--- config.mk ---
export PLATFORM = sky130hd
export DESIGN_NAME = utf16_to_utf8_transcoder
export DESIGN_NICKNAME = d
export VERILOG_FILES = /design/src/hw/rtl/u16u8_pkg.sv /design/src/hw/rtl/u16u8_front.sv /design/src/hw/rtl/u16u8_queue.sv /design/src/hw/rtl/u16u8_back.sv /design/src/hw/rtl/utf16_to_utf8_transcoder.sv
export SDC_FILE = /design/constraint.sdc
export NUM_CORES = 1
export LEC_CHECK = 0
export CAP_MARGIN = 10
export CORE_MARGIN = 2
export CORE_UTILIZATION = 50
export CTS_CLUSTER_SIZE = 24
export DETAILED_ROUTE_END_ITERATION = 16
export DONT_BUFFER_PORTS = 1
export GPL_TIMING_DRIVEN = 0
export PLACE_DENSITY = 0.67
export SYNTH_ARGS = -nofsm -noshare
export SYNTH_HDL_FRONTEND = slang
export SYNTH_SLANG_ARGS = --single-unit
--- constraint.sdc ---
create_clock -name clk -period 8.3 [get_ports clk]
set_input_delay 1.245 -clock clk [delete_from_list [all_inputs] [get_ports clk]]
set_output_delay 1.245 -clock clk [all_outputs]
set_load 0.1 [all_outputs]
--- src/hw/rtl/u16u8_pkg.sv ---
// Shared types, constants and the code point encoder for the UTF-16 to UTF-8 transcoder.
// No dependencies.
package u16u8_pkg;

	localparam logic [15:0] HIGH_FIRST = 16'hD800;
	localparam logic [15:0] HIGH_LAST  = 16'hDBFF;
	localparam logic [15:0] LOW_FIRST  = 16'hDC00;
	localparam logic [15:0] LOW_LAST   = 16'hDFFF;
	localparam logic [20:0] PLANE1     = 21'h10000;

	localparam int JOB_QUEUE_DEPTH = 2;
	localparam int JOB_BYTES       = 6;

	typedef struct packed {
		logic [3:0][7:0] b;
		logic [2:0]      n;
	} enc_t;

	typedef struct packed {
		logic [JOB_BYTES-1:0][7:0] bytes;
		logic [2:0]                count;
		logic                      string_end;
	} job_t;

	function automatic enc_t encode_cp(input logic [20:0] cp);
		enc_t e;
		e = '0;
		if (cp < 21'h80) begin
			e.b[0] = cp[7:0];
			e.n    = 3'd1;
		end else if (cp < 21'h800) begin
			e.b[0] = 8'hC0 | {3'b000, cp[10:6]};
			e.b[1] = 8'h80 | {2'b00, cp[5:0]};
			e.n    = 3'd2;
		end else if (cp < PLANE1) begin
			e.b[0] = 8'hE0 | {4'b0000, cp[15:12]};
			e.b[1] = 8'h80 | {2'b00, cp[11:6]};
			e.b[2] = 8'h80 | {2'b00, cp[5:0]};
			e.n    = 3'd3;
		end else begin
			e.b[0] = 8'hF0 | {5'b00000, cp[20:18]};
			e.b[1] = 8'h80 | {2'b00, cp[17:12]};
			e.b[2] = 8'h80 | {2'b00, cp[11:6]};
			e.b[3] = 8'h80 | {2'b00, cp[5:0]};
			e.n    = 3'd4;
		end
		return e;
	endfunction

endpackage

--- src/hw/rtl/u16u8_front.sv ---
// Front end: takes code units, pairs surrogates and builds at most one byte job per beat.
// Depends on u16u8_pkg.
module u16u8_front
	import u16u8_pkg::*;
(
	input  logic        clk,
	input  logic        arst_n,
	input  logic        accept,
	input  logic [15:0] code_unit,
	input  logic        string_end,
	output logic        job_push,
	output job_t        job
);

	logic       held_q;
	logic [9:0] held_bits_q;
	logic       is_high;
	logic       is_low;
	logic       pair;
	logic       pre;
	logic       hold_new;
	logic       cur_emit;
	logic [20:0] cp;
	enc_t       enc;

	assign is_high  = (code_unit >= HIGH_FIRST) && (code_unit <= HIGH_LAST);
	assign is_low   = (code_unit >= LOW_FIRST) && (code_unit <= LOW_LAST);
	assign pair     = held_q && is_low;
	assign pre      = held_q && !is_low;
	assign hold_new = !pair && is_high && !string_end;
	assign cur_emit = !pair && !hold_new;
	assign cp       = pair ? (PLANE1 + {1'b0, held_bits_q, code_unit[9:0]})
	                       : {5'b00000, code_unit};
	assign enc      = encode_cp(cp);

	always_comb begin
		job            = '0;
		job.string_end = string_end;
		if (pre) begin
			job.bytes[0] = 8'hED;
			job.bytes[1] = 8'hA0 | {4'b0000, held_bits_q[9:6]};
			job.bytes[2] = 8'h80 | {2'b00, held_bits_q[5:0]};
			job.bytes[3] = enc.b[0];
			job.bytes[4] = enc.b[1];
			job.bytes[5] = enc.b[2];
			job.count    = 3'd3 + (cur_emit ? enc.n : 3'd0);
		end else begin
			job.bytes[0] = enc.b[0];
			job.bytes[1] = enc.b[1];
			job.bytes[2] = enc.b[2];
			job.bytes[3] = enc.b[3];
			job.count    = (pair || cur_emit) ? enc.n : 3'd0;
		end
	end

	assign job_push = accept && (pair || pre || cur_emit);

	always_ff @(posedge clk or negedge arst_n) begin
		if (!arst_n) begin
			held_q <= 1'b0;
		end else if (accept) begin
			held_q <= hold_new;
		end
	end

	always_ff @(posedge clk) begin
		if (accept && hold_new) begin
			held_bits_q <= code_unit[9:0];
		end
	end

`ifndef NO_ASSERTIONS
	a_end_clears_hold: assert property (@(posedge clk) disable iff (!arst_n)
		accept && string_end |=> !held_q)
		else $error("surrogate still held after end of string");
	a_end_emits: assert property (@(posedge clk) disable iff (!arst_n)
		accept && string_end |-> job_push && job.count != 3'd0)
		else $error("end of string produced no bytes");
`endif

endmodule

--- src/hw/rtl/u16u8_queue.sv ---
// Small job queue between front and back end.
// Depends on u16u8_pkg.
module u16u8_queue
	import u16u8_pkg::*;
#(
	parameter int DEPTH = JOB_QUEUE_DEPTH
) (
	input  logic clk,
	input  logic arst_n,
	input  logic push,
	input  job_t push_job,
	output logic full,
	input  logic pop,
	output logic valid,
	output job_t head
);

	localparam int AW = (DEPTH > 1) ? $clog2(DEPTH) : 1;
	localparam int CW = $clog2(DEPTH + 1);

	job_t          mem_q [DEPTH];
	logic [AW-1:0] wr_ptr_q;
	logic [AW-1:0] rd_ptr_q;
	logic [CW-1:0] count_q;
	logic          do_push;
	logic          do_pop;

	assign full    = (count_q == CW'(DEPTH));
	assign valid   = (count_q != '0);
	assign head    = mem_q[rd_ptr_q];
	assign do_push = push && !full;
	assign do_pop  = pop && valid;

	always_ff @(posedge clk or negedge arst_n) begin
		if (!arst_n) begin
			wr_ptr_q <= '0;
			rd_ptr_q <= '0;
			count_q  <= '0;
		end else begin
			if (do_push) begin
				wr_ptr_q <= (wr_ptr_q == AW'(DEPTH - 1)) ? '0 : wr_ptr_q + 1'b1;
			end
			if (do_pop) begin
				rd_ptr_q <= (rd_ptr_q == AW'(DEPTH - 1)) ? '0 : rd_ptr_q + 1'b1;
			end
			if (do_push && !do_pop) begin
				count_q <= count_q + 1'b1;
			end else if (do_pop && !do_push) begin
				count_q <= count_q - 1'b1;
			end
		end
	end

	always_ff @(posedge clk) begin
		if (do_push) begin
			mem_q[wr_ptr_q] <= push_job;
		end
	end

`ifndef NO_ASSERTIONS
	a_count_bound: assert property (@(posedge clk) disable iff (!arst_n)
		count_q <= CW'(DEPTH))
		else $error("queue count beyond depth");
`endif

endmodule

--- src/hw/rtl/u16u8_back.sv ---
// Back end: walks head job bytes into out_byte_q, one per cycle unless stalled.
// Depends on u16u8_pkg.
module u16u8_back
	import u16u8_pkg::*;
(
	input  logic       clk,
	input  logic       arst_n,
	input  logic       job_valid,
	input  job_t       job,
	output logic       job_pop,
	input  logic       pop,
	output logic       empty,
	output logic [7:0] out_byte,
	output logic       run_last,
	output logic       text_done
);

	logic [2:0] pos_q;
	logic       out_valid_q;
	logic [7:0] out_byte_q;
	logic       run_last_q;
	logic       text_done_q;
	logic       slot_free;
	logic       advance;
	logic       last;

	assign slot_free = !out_valid_q || pop;
	assign advance   = slot_free && job_valid;
	assign last      = (pos_q == job.count - 3'd1);
	assign job_pop   = advance && last;

	always_ff @(posedge clk or negedge arst_n) begin
		if (!arst_n) begin
			pos_q       <= '0;
			out_valid_q <= 1'b0;
		end else begin
			if (advance) begin
				pos_q       <= last ? 3'd0 : pos_q + 3'd1;
				out_valid_q <= 1'b1;
			end else if (pop) begin
				out_valid_q <= 1'b0;
			end
		end
	end

	always_ff @(posedge clk) begin
		if (advance) begin
			out_byte_q  <= job.bytes[pos_q];
			run_last_q  <= last;
			text_done_q <= last && job.string_end;
		end
	end

	assign empty     = !out_valid_q;
	assign out_byte  = out_byte_q;
	assign run_last  = run_last_q;
	assign text_done = text_done_q;

`ifndef NO_ASSERTIONS
	a_pos_in_job: assert property (@(posedge clk) disable iff (!arst_n)
		job_valid |-> pos_q < job.count && job.count <= 3'd6)
		else $error("byte position outside head job");
	a_done_is_last: assert property (@(posedge clk) disable iff (!arst_n)
		out_valid_q && text_done_q |-> run_last_q)
		else $error("end of text on a byte that does not close its beat");
`endif

endmodule

--- src/hw/rtl/utf16_to_utf8_transcoder.sv ---
// Top level of the UTF-16 to UTF-8 transcoder: front end, job queue, back end.
// Depends on u16u8_pkg, u16u8_front, u16u8_queue, u16u8_back.
//
// Push one UTF-16 code unit per beat; UTF-8 bytes come out in order, one per cycle at
// most. A unit causes output bytes according to its kind: one to three for a
// plain unit, four for a surrogate pair (charged to the low half), none for a held high
// surrogate, and three more when a held high surrogate is flushed unpaired. The single
// byte-wide output register of the back end sets this rate; a queue of QUEUE_DEPTH jobs
// lets input beats continue while bytes drain. run_last marks the last byte of each
// input beat, text_done the last byte of the string.
module utf16_to_utf8_transcoder
	import u16u8_pkg::*;
#(
	parameter int QUEUE_DEPTH = JOB_QUEUE_DEPTH
) (
	input  logic        clk,
	input  logic        arst_n,
	input  logic        push,
	output logic        full,
	input  logic [15:0] code_unit,
	input  logic        string_end,
	output logic        empty,
	input  logic        pop,
	output logic [7:0]  out_byte,
	output logic        run_last,
	output logic        text_done
);

	logic accept;
	logic job_push;
	job_t job_in;
	logic job_valid;
	job_t job_head;
	logic job_pop;

	assign accept = push && !full;

	u16u8_front u_front (
		.clk        (clk),
		.arst_n     (arst_n),
		.accept     (accept),
		.code_unit  (code_unit),
		.string_end (string_end),
		.job_push   (job_push),
		.job        (job_in)
	);

	u16u8_queue #(
		.DEPTH (QUEUE_DEPTH)
	) u_queue (
		.clk      (clk),
		.arst_n   (arst_n),
		.push     (job_push),
		.push_job (job_in),
		.full     (full),
		.pop      (job_pop),
		.valid    (job_valid),
		.head     (job_head)
	);

	u16u8_back u_back (
		.clk       (clk),
		.arst_n    (arst_n),
		.job_valid (job_valid),
		.job       (job_head),
		.job_pop   (job_pop),
		.pop       (pop),
		.empty     (empty),
		.out_byte  (out_byte),
		.run_last  (run_last),
		.text_done (text_done)
	);

endmodule

==> out/qor.yml <==
synth_area_leaders: "edfxtp_1 (60%), mux4_2 (8.2%), dfrtp_1 (3.9%)"
required_ns: 8.42
outcome: "completed"
path_class: "in -> reg"
dr.pass1.iters: 5
synth_cell_types: 60
boundaryPins: 33
setup_violations: 0
vias: 3607
synthCells: 411
core_area_um2: 11320
postSynthAreaPerCell_um2: 14.04
r2r_slack_ns: 5.02
min_period_ns: 3.401
tritoncts: "yes"
placed_area_um2: 6023
antenna_cells: 0
rsz0062_at_grt: "no"
max-cap-violations: 0
worstSetupEndpointType: "register"
post_cts_buffers: 0
clk_latency_ns: 0.41
fin_cells: 591
gp_congestion: 0.9615
synth_top_area_cell: "edfxtp_1"
dp_cells: 559
die-area_um2: 12420
avgViaCountPerCell: 6.103
cp-start-kind: "input pin"
drc: 0
cts-resized-gates: 0
setup_ws_ns: 4.899
synthMostInstantiatedCell: "edfxtp_1"
cp_slowest_stage_delay_ns: 0.59
die_y_um: 111.4
final_cell_area_um2: 6640
die_w_um: 111.4
clkTransAtPathRegs_ns: 0.05
yosysSeqAreaShare_pct: 64.27
synth_warnings: 0
ctsHoldBuffers: 0
irDropWorstVdd_mv: 0.1896
grt_max_degree: 31
start_util_pct: 50.97
htree_levels: 4
synthToLayoutAreaGrowth_pct: 15.07
finClkSkew_ns: 0.01327
hold_ws_ns: 0.4918
finalHoldViolations: 0
cts_sinks: 125
worst_pin_slew_ns: 1.054
crit_top_cell: "o21ai_0"
synth_edf_count: 116
min_path_type: "reg -> reg"
wirelength_mm: 12.74
slew_violations: 0
p_per_area_nw_per_um2: 365.4
tns_ns: 0
synth_top_area_share_pct: 60.36
clk_path_buf_depth: 2
cp_data_arrival_time_ns: 3.52
nets: 461
path_max_fanout: 10
path_cells: "nand4b_1 > o21ai_0 > nand4_1 > o21ai_1 > buf_2 > o21ai_0"
grt_pass1_vias: 3675
ys_ff_latch: 125
rows: 39
place_ws_ns: 4.518
syn_area_um2: 5771
grt.overflow.total: 0
ys.flop_type: "edfxtp_1"
drive_above_1_share_pct: 17.19
clock-root-buffer: "clkbuf_16"
crit_slowest_cell: "o21ai_0"
synth_commonest_cells: "edfxtp_1 (116), nand2_1 (38), nor2_1 (30)"
ant_nets: 0
grtUsageTotal_pct: 21.82
finalCritPeriodShare_pct: 40.98
routedWlPerCell_um: 21.55
p_leak_nw: 2.340
antenna_found_initial: 0
async_flop_share_pct: 7.200
drt_iter0_markers: 299
clock.fmax_ghz: 0.2940
post-dp-hpwl_mm: 9.212
grt_pass1_wl_mm: 20.42
maxSlewHeadroom_pct: 29.64
cts_made_buffers: 17
synth_nets: 437
place.port_buffers: 0
## per-layer routing
metal	GRT usage [%]	vias up	share of wire, %
li1	-	1638	-
met1	30.75	1787	44
met2	33.82	170	48
met3	5.770	12	7.1
met4	6.584	0	1.3
met5	0	-	0
## worst max-delay path: cells and delay by family
family	cells	cell delay, ns
buffers and inverters	1	0.35
AOI/OAI and AO/OA	3	1.31
and+or+nand+nor	2	0.61
## report_power, final
part | switching, W | total, W | internal, W
Sequential | 0.000232 | 0.00111 | 0.000879
Combinational | 0.000323 | 0.000561 | 0.000238
Clock | 0.000243 | 0.000754 | 0.000511
## flip-flops by register name, indices dropped and copies added, names as in the netlist
register             count
u_back.out_byte          8
u_back.out_valid_q       1
u_back.pos_q             3
u_back.run_last          1
u_back.text_done         1
u_front.held_bits_q     10
u_front.held_q           1
u_queue.count_q          2
u_queue.mem_q           96
u_queue.rd_ptr_q         1
u_queue.wr_ptr_q         1
## stage by stage
stage	utilization (%)	total power, W
detailed placement	53.21	0.001689
global placement	52.55	0.001660
finish	58.65	0.002426
global route	58.65	0.002538
CTS	58.65	0.002447
floorplan	-	0.001543
## cell type report
cell class / count / area, um2
plain buffers: 19 / 90.09
clock buffers: 26 / 509.2
clock inverters: 6 / 107.6
fillers: 884 / 4681
inverters: 14 / 52.55
multi-input cells: 253 / 1928
flip-flops and latches: 125 / 3709
well taps: 143 / 178.9
repair buffers: 5 / 65.06
## path summary, 6_finish.rpt
kind                                                 from                              to  depth (start not counted)
hold reg to reg            u_queue.count_q[1]$_DFFE_PN0P_  u_back.out_valid_q$_DFFE_PN0P_                          2
hold / removal             u_queue.count_q[1]$_DFFE_PN0P_  u_back.out_valid_q$_DFFE_PN0P_                          2
max in group asynchronous                          arst_n    u_queue.rd_ptr_q$_DFFE_PN0P_                          0
min in group asynchronous                          arst_n  u_back.out_valid_q$_DFFE_PN0P_                          0
setup / recovery                            code_unit[13]  u_queue.mem_q[0][31]$_DFFE_PP_                          6
setup reg to reg             u_queue.rd_ptr_q$_DFFE_PN0P_  u_queue.count_q[1]$_DFFE_PN0P_                         12
## cells by family after synthesis
kind of cell    Yosys count  share of synthesized area, %
buf+inv                  33                         2.472
mux                      39                         11.40
simple gates            118                         9.909
flops                   125                         64.27
fa+ha+maj                 5                         1.084
compound gates           81                         9.345
xor+xnor                 10                         1.518
## cell usage in the layout, fill, tap and decap left out, drive strengths merged, types with 3 or more instances in the layout
master and n:
a21o 3, a21oi 14, a22o 6, and2 5
buf 14, bufinv 3, clkbuf 36, dfrtp 9
edfxtp 116, ha 5, inv 14, mux2 4
mux2i 14, mux4 21, nand2 39, nand2b 4
nand3 6, nand3b 3, nor2 31, nor2b 8
nor3 6, o21ai 25, o22ai 9, o31a 3
or2 6, xnor2 6, xor2 4
(Power assumes the default switching activity.)
